**src/hw/rtl/csm_pkg.sv**
```systemverilog
// Shared types, widths and constants for the sensor min/max calibrator.
// Used by csm_mark_store, csm_thresh_div and sensor_minmax_calibrator.
`timescale 1ns / 1ps

package csm_pkg;

  localparam int SAMPLE_BITS      = 12;
  localparam int CH_W             = 4;
  localparam int NUM_W            = 4;
  localparam int FRAC_BITS        = 4;
  localparam int LO_W             = SAMPLE_BITS + 1;
  localparam int THR_W            = 16;
  localparam int PROD_W           = SAMPLE_BITS + NUM_W;
  localparam int QUO_W            = PROD_W + FRAC_BITS;
  localparam int DIV_CNT_W        = $clog2(QUO_W + 1);
  localparam int IN_DATA_W        = 16;
  localparam int OUT_DATA_W       = 64;
  localparam int CFG_ADDR_W       = 2;
  localparam int NUM_CHANNELS_DEF = 15;

  localparam logic [LO_W-1:0]        SAMPLE_BOUND = LO_W'(5000);
  localparam logic [LO_W-1:0]        MIN_EMPTY    = LO_W'(4096);
  localparam logic [SAMPLE_BITS-1:0] MAX_EMPTY    = '0;
  localparam logic [THR_W-1:0]       THR_MAX      = '1;

  localparam logic [NUM_W-1:0] UPPER_NUM_RST = NUM_W'(3);
  localparam logic [NUM_W-1:0] LOWER_NUM_RST = NUM_W'(2);
  localparam logic [NUM_W-1:0] DEN_RST       = NUM_W'(5);

  typedef enum logic [CFG_ADDR_W-1:0] {
    CFG_UPPER_NUM = 2'd0,
    CFG_LOWER_NUM = 2'd1,
    CFG_FRAC_DEN  = 2'd2
  } cfg_idx_t;

  typedef enum logic [2:0] {
    ST_IDLE,
    ST_READ,
    ST_MUL,
    ST_DIV,
    ST_OUT
  } state_t;

  typedef struct packed {
    logic rd_en;
    logic wr_en;
  } store_ctrl_t;

  typedef struct packed {
    logic             start;
    logic [NUM_W-1:0] den;
  } div_req_t;

endpackage

```
**src/hw/rtl/csm_mark_store.sv**
```systemverilog
// Per-channel low/high mark memory with a registered read.
// Valid bits give the reset marks for entries never written. Depends on csm_pkg.
`timescale 1ns / 1ps

module csm_mark_store #(
  parameter int NUM_CHANNELS = csm_pkg::NUM_CHANNELS_DEF,
  parameter int IDX_W        = (NUM_CHANNELS > 1) ? $clog2(NUM_CHANNELS) : 1
) (
  input  logic                             clk,
  input  logic                             rst_n,
  input  csm_pkg::store_ctrl_t             ctrl,
  input  logic [IDX_W-1:0]                 addr,
  input  logic [csm_pkg::LO_W-1:0]         wr_min,
  input  logic [csm_pkg::SAMPLE_BITS-1:0]  wr_max,
  output logic [csm_pkg::LO_W-1:0]         rd_min,
  output logic [csm_pkg::SAMPLE_BITS-1:0]  rd_max
);
  import csm_pkg::*;

  localparam int WORD_W = LO_W + SAMPLE_BITS;

  logic [WORD_W-1:0]       mem [NUM_CHANNELS];
  logic [NUM_CHANNELS-1:0] valid_r;
  logic [WORD_W-1:0]       rd_word_r;
  logic                    rd_valid_r;

  always_ff @(posedge clk) begin
    if (ctrl.wr_en) begin
      mem[addr] <= {wr_min, wr_max};
    end
    if (ctrl.rd_en) begin
      rd_word_r  <= mem[addr];
      rd_valid_r <= valid_r[addr];
    end
  end

  always_ff @(posedge clk) begin
    if (!rst_n) begin
      valid_r <= '0;
    end else if (ctrl.wr_en) begin
      valid_r[addr] <= 1'b1;
    end
  end

  assign rd_min = rd_valid_r ? rd_word_r[WORD_W-1:SAMPLE_BITS] : MIN_EMPTY;
  assign rd_max = rd_valid_r ? rd_word_r[SAMPLE_BITS-1:0] : MAX_EMPTY;

endmodule

```
**src/hw/rtl/csm_thresh_div.sv**
```systemverilog
// Bit-serial restoring divider for one threshold: base + (product << 4) / den,
// one quotient bit per cycle, saturated to 16 bits. Depends on csm_pkg.
`timescale 1ns / 1ps

module csm_thresh_div (
  input  logic                        clk,
  input  logic                        rst_n,
  input  csm_pkg::div_req_t           req,
  input  logic [csm_pkg::PROD_W-1:0]  product,
  input  logic [csm_pkg::THR_W-1:0]   base,
  output logic                        done,
  output logic [csm_pkg::THR_W-1:0]   result
);
  import csm_pkg::*;

  logic                 busy_r;
  logic                 done_r;
  logic [DIV_CNT_W-1:0] cnt_r;
  logic [QUO_W-1:0]     quo_r;
  logic [NUM_W-1:0]     rem_r;
  logic [NUM_W-1:0]     den_r;
  logic [THR_W-1:0]     base_r;

  logic [NUM_W:0]       trial;
  logic                 ge;
  logic [NUM_W:0]       diff;
  logic [QUO_W:0]       sum;

  assign trial = {rem_r, quo_r[QUO_W-1]};
  assign ge    = trial >= {1'b0, den_r};
  assign diff  = trial - {1'b0, den_r};

  always_ff @(posedge clk) begin
    if (!rst_n) begin
      busy_r <= 1'b0;
      done_r <= 1'b0;
      cnt_r  <= '0;
    end else if (req.start) begin
      busy_r <= 1'b1;
      done_r <= 1'b0;
      cnt_r  <= '0;
    end else if (busy_r) begin
      cnt_r <= cnt_r + 1'b1;
      if (cnt_r == DIV_CNT_W'(QUO_W - 1)) begin
        busy_r <= 1'b0;
        done_r <= 1'b1;
      end
    end
  end

  always_ff @(posedge clk) begin
    if (req.start) begin
      quo_r  <= {product, FRAC_BITS'(0)};
      rem_r  <= '0;
      den_r  <= (req.den == '0) ? NUM_W'(1) : req.den;
      base_r <= base;
    end else if (busy_r) begin
      quo_r <= {quo_r[QUO_W-2:0], ge};
      rem_r <= ge ? diff[NUM_W-1:0] : trial[NUM_W-1:0];
    end
  end

  assign sum    = (QUO_W + 1)'(base_r) + (QUO_W + 1)'(quo_r);
  assign result = (sum > (QUO_W + 1)'(THR_MAX)) ? THR_MAX : sum[THR_W-1:0];
  assign done   = done_r;

endmodule

```
**src/hw/rtl/sensor_minmax_calibrator.sv**
```systemverilog
// Per-channel min/max light-sensor calibrator: one result beat per sample beat.
// Instantiates csm_mark_store and two csm_thresh_div lanes. Depends on csm_pkg.
`timescale 1ns / 1ps

// One sample at a time. The mark memory is read at the accepting edge. The READ
// state updates the marks from the read data and writes them back, the MUL state
// forms the span products and starts both divider lanes, the DIV state runs the
// bit-serial threshold divide until both lanes raise their done flags, and the
// OUT state loads the output register. Both thresholds divide in parallel. A new
// sample is accepted in the idle state after the previous result sits in the
// output register, even if that result has not yet been taken; a result still
// waiting when the next one is ready holds the next one and the input with it.
// A channel at or above NUM_CHANNELS leaves the marks alone and reports empty
// marks. Reset clears the marks at once through per-entry valid bits; no
// clearing pass.

module sensor_minmax_calibrator #(
  parameter int NUM_CHANNELS = csm_pkg::NUM_CHANNELS_DEF
) (
  input  logic                            clk,
  input  logic                            rst_n,
  // [3:0] channel, [15:4] sample
  input  logic [csm_pkg::IN_DATA_W-1:0]   in_tdata,
  input  logic                            in_tvalid,
  output logic                            in_tready,
  // [3:0] channel_out, [16:4] low_mark, [28:17] high_mark, [44:29] upper_threshold,
  // [60:45] lower_threshold, [61] calibrated, [63:62] zero
  output logic [csm_pkg::OUT_DATA_W-1:0]  out_tdata,
  output logic                            out_tvalid,
  input  logic                            out_tready,
  input  logic                            cfg_we,
  input  logic [csm_pkg::CFG_ADDR_W-1:0]  cfg_addr,
  input  logic [csm_pkg::NUM_W-1:0]       cfg_wdata
);
  import csm_pkg::*;

  localparam int IDX_W = (NUM_CHANNELS > 1) ? $clog2(NUM_CHANNELS) : 1;

  state_t state_r, state_nxt;

  logic [NUM_W-1:0]       up_num_r, dn_num_r, den_r;
  logic [CH_W-1:0]        ch_r;
  logic [SAMPLE_BITS-1:0] sample_r;
  logic [LO_W-1:0]        lo_r;
  logic [SAMPLE_BITS-1:0] hi_r;
  logic                   cal_r;
  logic                   out_valid_r;
  logic [OUT_DATA_W-1:0]  out_data_r;

  store_ctrl_t            st_ctrl;
  logic [IDX_W-1:0]       st_addr;
  logic [LO_W-1:0]        rd_min, new_min;
  logic [SAMPLE_BITS-1:0] rd_max, new_max;
  logic                   in_range;
  logic                   in_fire;
  logic                   out_load;

  div_req_t               up_req, dn_req;
  logic [SAMPLE_BITS-1:0] span;
  logic [PROD_W-1:0]      up_prod, dn_prod;
  logic [THR_W-1:0]       base;
  logic                   up_done, dn_done;
  logic [THR_W-1:0]       up_res, dn_res;

  assign in_fire  = in_tvalid && in_tready;
  assign in_range = int'(ch_r) < NUM_CHANNELS;
  assign st_addr  = in_fire ? IDX_W'(in_tdata[CH_W-1:0]) : IDX_W'(ch_r);

  // Configuration registers
  always_ff @(posedge clk) begin
    if (!rst_n) begin
      up_num_r <= UPPER_NUM_RST;
      dn_num_r <= LOWER_NUM_RST;
      den_r    <= DEN_RST;
    end else if (cfg_we) begin
      unique case (cfg_addr)
        CFG_UPPER_NUM: up_num_r <= cfg_wdata;
        CFG_LOWER_NUM: dn_num_r <= cfg_wdata;
        CFG_FRAC_DEN:  den_r    <= cfg_wdata;
        default: ;
      endcase
    end
  end

  always_ff @(posedge clk) begin
    if (!rst_n) begin
      state_r <= ST_IDLE;
    end else begin
      state_r <= state_nxt;
    end
  end

  always_comb begin
    state_nxt     = state_r;
    in_tready     = 1'b0;
    st_ctrl.rd_en = 1'b0;
    st_ctrl.wr_en = 1'b0;
    up_req.start  = 1'b0;
    up_req.den    = den_r;
    out_load      = 1'b0;
    unique case (state_r)
      ST_IDLE: begin
        in_tready     = 1'b1;
        st_ctrl.rd_en = in_tvalid;
        if (in_tvalid) begin
          state_nxt = ST_READ;
        end
      end
      ST_READ: begin
        st_ctrl.wr_en = in_range;
        state_nxt     = ST_MUL;
      end
      ST_MUL: begin
        up_req.start = 1'b1;
        state_nxt    = ST_DIV;
      end
      ST_DIV: begin
        if (up_done && dn_done) begin
          state_nxt = ST_OUT;
        end
      end
      ST_OUT: begin
        if (!out_valid_r || out_tready) begin
          out_load  = 1'b1;
          state_nxt = ST_IDLE;
        end
      end
      default: state_nxt = ST_IDLE;
    endcase
  end

  // Hold the accepted beat
  always_ff @(posedge clk) begin
    if (in_fire) begin
      ch_r     <= in_tdata[CH_W-1:0];
      sample_r <= in_tdata[CH_W +: SAMPLE_BITS];
    end
  end

  // Update marks from the read data
  always_comb begin
    new_max = rd_max;
    new_min = rd_min;
    if (sample_r > rd_max && LO_W'(sample_r) < SAMPLE_BOUND) begin
      new_max = sample_r;
    end
    if (LO_W'(sample_r) < rd_min && sample_r != '0) begin
      new_min = LO_W'(sample_r);
    end
  end

  always_ff @(posedge clk) begin
    if (state_r == ST_READ) begin
      lo_r  <= in_range ? new_min : MIN_EMPTY;
      hi_r  <= in_range ? new_max : MAX_EMPTY;
      cal_r <= in_range && (LO_W'(new_max) >= new_min);
    end
  end

  csm_mark_store #(
    .NUM_CHANNELS (NUM_CHANNELS),
    .IDX_W        (IDX_W)
  ) u_store (
    .clk    (clk),
    .rst_n  (rst_n),
    .ctrl   (st_ctrl),
    .addr   (st_addr),
    .wr_min (new_min),
    .wr_max (new_max),
    .rd_min (rd_min),
    .rd_max (rd_max)
  );

  // Span products feed the divider lanes
  assign span         = hi_r - lo_r[SAMPLE_BITS-1:0];
  assign up_prod      = PROD_W'(span) * PROD_W'(up_num_r);
  assign dn_prod      = PROD_W'(span) * PROD_W'(dn_num_r);
  assign base         = {lo_r[SAMPLE_BITS-1:0], FRAC_BITS'(0)};
  assign dn_req.start = up_req.start;
  assign dn_req.den   = den_r;

  csm_thresh_div u_div_up (
    .clk     (clk),
    .rst_n   (rst_n),
    .req     (up_req),
    .product (up_prod),
    .base    (base),
    .done    (up_done),
    .result  (up_res)
  );

  csm_thresh_div u_div_dn (
    .clk     (clk),
    .rst_n   (rst_n),
    .req     (dn_req),
    .product (dn_prod),
    .base    (base),
    .done    (dn_done),
    .result  (dn_res)
  );

  // Output register
  always_ff @(posedge clk) begin
    if (!rst_n) begin
      out_valid_r <= 1'b0;
    end else if (out_load) begin
      out_valid_r <= 1'b1;
    end else if (out_tready) begin
      out_valid_r <= 1'b0;
    end
  end

  always_ff @(posedge clk) begin
    if (out_load) begin
      out_data_r <= {2'b00, cal_r,
                     cal_r ? dn_res : THR_W'(0),
                     cal_r ? up_res : THR_W'(0),
                     hi_r, lo_r, ch_r};
    end
  end

  assign out_tvalid = out_valid_r;
  assign out_tdata  = out_data_r;

  a_accept_reads: assert property (@(posedge clk) disable iff (!rst_n)
    in_tvalid && in_tready |=> state_r == ST_READ)
    else $error("accepted beat did not start a mark read");

  a_write_in_range: assert property (@(posedge clk) disable iff (!rst_n)
    st_ctrl.wr_en |-> state_r == ST_READ && in_range)
    else $error("mark write outside update cycle or channel range");

  a_lanes_lockstep: assert property (@(posedge clk) disable iff (!rst_n)
    state_r == ST_DIV |-> up_done == dn_done)
    else $error("threshold divider lanes out of step");

  a_cal_marks: assert property (@(posedge clk) disable iff (!rst_n)
    out_tvalid |-> out_tdata[61] == (out_tdata[28:17] >= out_tdata[16:4]))
    else $error("calibrated flag disagrees with marks");

  a_uncal_zero: assert property (@(posedge clk) disable iff (!rst_n)
    out_tvalid && !out_tdata[61] |-> out_tdata[60:29] == '0)
    else $error("thresholds nonzero while not calibrated");

endmodule

```
**config.mk**
```make
export PLATFORM = sky130hd
export DESIGN_NAME = sensor_minmax_calibrator
export DESIGN_NICKNAME = d
export VERILOG_FILES = /design/src/hw/rtl/csm_pkg.sv /design/src/hw/rtl/csm_mark_store.sv /design/src/hw/rtl/csm_thresh_div.sv /design/src/hw/rtl/sensor_minmax_calibrator.sv
export SDC_FILE = /design/constraint.sdc
export NUM_CORES = 1
export LEC_CHECK = 0
export BUFFER_PORTS_ARGS = -buffer_cell sky130_fd_sc_hd__buf_2
export CORE_MARGIN = 5
export CORE_UTILIZATION = 55
export CTS_CLUSTER_DIAMETER = 200
export DETAILED_ROUTE_END_ITERATION = 7
export PLACE_DENSITY = 0.72
export REMOVE_ABC_BUFFERS = 1
export SKIP_CTS_REPAIR_TIMING = 1
export SLEW_MARGIN = 15
export SYNTH_ARGS = -nofsm -noshare
export SYNTH_HDL_FRONTEND = slang
export SYNTH_SLANG_ARGS = --single-unit
```
**constraint.sdc**
```tcl
create_clock -name clk -period 15.21 [get_ports clk]
set_input_delay 1.521 -clock clk [delete_from_list [all_inputs] [get_ports clk]]
set_output_delay 1.521 -clock clk [all_outputs]
set_load 0.005 [all_outputs]
```
==> impl_metrics.json <==
{
  "status": "finished, final reports clean",
  "ys_types": 67,
  "synth_most_common_cell": "edfxtp_1",
  "nNetsFinal": 2620,
  "syn2layout_area_growth_pct": 11.0,
  "antenna_found_initial": 3,
  "tns_ns": 0,
  "synthCells": 2351,
  "place_area_sq_mm": 0.0308,
  "synthArstFlopShare_pct": 0,
  "remaining_drc_errors": 0,
  "power.leakage_nw": 12.1,
  "io_pins": 93,
  "cts.root.buffer_cell": "clkbuf_16",
  "synth_warnings": 0,
  "num_rows": 85,
  "slew_violations": 0,
  "cts_buffers": 61,
  "finalClockSkew_ns": 0.0421,
  "timing.final.crit_share_pct": 36.6,
  "vdd_ir_drop_max_mv": 0.109,
  "yosys.area.top_type": "edfxtp_1",
  "routed_via_density": 6.04,
  "syn_area_sq_mm": 0.0296,
  "drtIter0Drc": 1605,
  "grt_max_degree": 96,
  "wirelength_mm": 71.9,
  "setup_ws_ns": 9.65,
  "rsz0062_at_grt": "no",
  "portBuffers": 90,
  "critPathMaxFanout": 8,
  "synth_edf_count": 549,
  "hold_class": "register to register",
  "critPathKind": "register to register",
  "fp.dieW_um": 242,
  "die_h_um": 242,
  "max-cap-violations": 0,
  "fin_crit_ns": 5.56,
  "pre_cts_slack_ns": 9.39,
  "yosys-top-cells-count": "549 x edfxtp_1, 298 x nand2_1, 147 x a21oi_1",
  "wl_per_cell_um": 22.7,
  "grt_pass1_wl_mm": 110,
  "cp-end-kind": "register",
  "die-area_sq_mm": 0.0585,
  "cts.sinks": 614,
  "grt.overflow.total": 0,
  "ys_dominant_reg_cell": "edfxtp_1",
  "dpl.hpwl_mm": 47.9,
  "ant_nets": 0,
  "max_freq_mhz": 180,
  "clk_pin_slew_ns": 0.06,
  "worstSetupStartpointType": "register",
  "crit_required_ns": 15.55,
  "initial_core_util_pct": 55.3,
  "cts_tree": "yes",
  "syn_avg_cell_area_sq_um": 12.6,
  "synth_seq_area_share_pct": 60.2,
  "core_region_area_sq_mm": 0.0535,
  "ys_ff_latch": 614,
  "finish.instance_area_sq_mm": 0.0328,
  "setup_viol": 0,
  "drive_gt1_share_pct": 12.0,
  "cp.arrival_ns": 5.90,
  "synthTopCellsByArea": "edfxtp_1 56%, ha_1 5.1%, dfxtp_1 4.4%, nand2_1 3.8%, mux2i_1 3.2%",
  "clk_latency_ns": 0.65,
  "vias": 19200,
  "power.density_mw_per_mm2": 152,
  "gp_congestion": 0.861,
  "grt_usage_pct": 24.0,
  "slew_headroom_pct": 22.0,
  "netlist.area_leader.share_pct": 55.8,
  "tightestPinTransition_ns": 1.17,
  "dr.pass1.iters": 5,
  "grt_pass1_vias": 19400,
  "fillCellCount": 4047,
  "final_core_utilization_pct": 61.3,
  "clk_path_buf_depth": 3,
  "h-tree-depth": 2,
  "final_hold_viol_count": 0
}
[final timing paths]
check           start            endpoint  slack (ns)  cells after the start
max reg2reg   lo_r[1]  u_div_dn.quo_r[19]        9.65                     19
min          lo_r[12]       out_tdata[16]        0.43                      0
max           lo_r[1]  u_div_dn.quo_r[19]        9.65                     19
min reg2reg  lo_r[12]       out_tdata[16]        0.43                      0
[placed cells by master, fill, tap and decap left out, types with 35 or more instances in the layout]
master / instances
edfxtp_1: 549
nand2_1: 298
a21oi_1: 147
inv_1: 129
ha_1: 120
mux2i_1: 92
buf_2: 90
o21ai_0: 89
nand3_1: 85
and2_1: 69
dfxtp_1: 65
clkbuf_16: 62
nor2_1: 58
o21a_1: 51
fa_1: 45
a21o_1: 35
buf_4: 35
[registers in the layout, summed over array words and instances (netlist names), 12 cells and up]
signal / flops
u_div_up.quo_r: 20
u_store.rd_word_r: 25
out_tdata: 62
u_store.valid_r: 15
lo_r: 13
u_div_up.base_r: 12
hi_r: 12
u_div_dn.quo_r: 20
u_store.mem: 375
sample_r: 12
[metal layers]
metal,share of wire [%],GRT usage (%),routed length (um)
met5,0,0,0
met4,4.6,10.9,3330
met1,38,29.2,27200
met2,50,42.1,36200
met3,7.2,4.19,5160
[final cells by class]
type / instances / area (sq um) / area share, %
timing repair buffer: 125 / 713 / 2.17
sequential: 614 / 17800 / 54.2
tap: 696 / 871 / 2.65
antenna: 1 / 2.50 / 0.00763
clock buffer: 80 / 1620 / 4.94
clock inverter: 31 / 389 / 1.19
multi-input combinational: 1494 / 10900 / 33.3
inverter: 132 / 500 / 1.53
[report_power, final]
group | switching [mW] | total [mW] | leakage, nW | internal (mW)
Combinational | 0.864 | 1.38 | 5.57 | 0.513
Sequential | 0.0660 | 2.08 | 5.56 | 2.01
Clock | 0.638 | 1.52 | 0.965 | 0.884
Total | 1.57 | 4.98 | 12.1 | 3.41
[kinds of logic (layout without fill, tap and decap cells)]
group / after synthesis / after routing / share of synthesized area [%]
and+or+nand+nor: 675 / 675 / 10.9
DFF: 614 / 614 / 60.2
AOI/OAI and AO/OA: 452 / 452 / 9.66
buffers and inverters: 244 / 368 / 3.34
adders and majority gates: 165 / 165 / 8.13
muxes: 148 / 148 / 6.23
xor gates and xnor gates: 52 / 52 / 1.54
other: 1 / 3 / 0.0127
[stage by stage]
| stage | hold WS (ns) | total power [mW] | std cells |
|---|---|---|---|
| 2_1_floorplan | 0.400 | 3.09 | 2240 |
| 6_report | 0.429 | 4.98 | 3173 |
| 4_1_cts | 0.435 | 4.99 | 3172 |
| 3_5_place_dp | 0.421 | 3.47 | 3061 |
| 3_3_place_gp | 0.414 | 3.43 | 3061 |
| 5_1_grt | 0.443 | 5.23 | 3172 |
[worst max-delay path, stage by stage (launching register included)]
cell	delay, ns
edfxtp_1	0.41
inv_1	0.13
ha_1	0.24
nor2b_1	0.13
o21a_1	0.17
o21ai_0	0.28
a21oi_1	0.14
nor3_1	0.74
nor3b_1	0.16
fa_1	0.56
inv_1	0.06
fa_1	0.52
inv_1	0.05
ha_1	0.25
nor4_1	0.28
o21ai_0	0.18
a221oi_1	0.52
o22ai_1	0.20
mux2i_1	0.19
o211ai_1	0.10
Note: power is estimated with default switching activity, not from simulation.
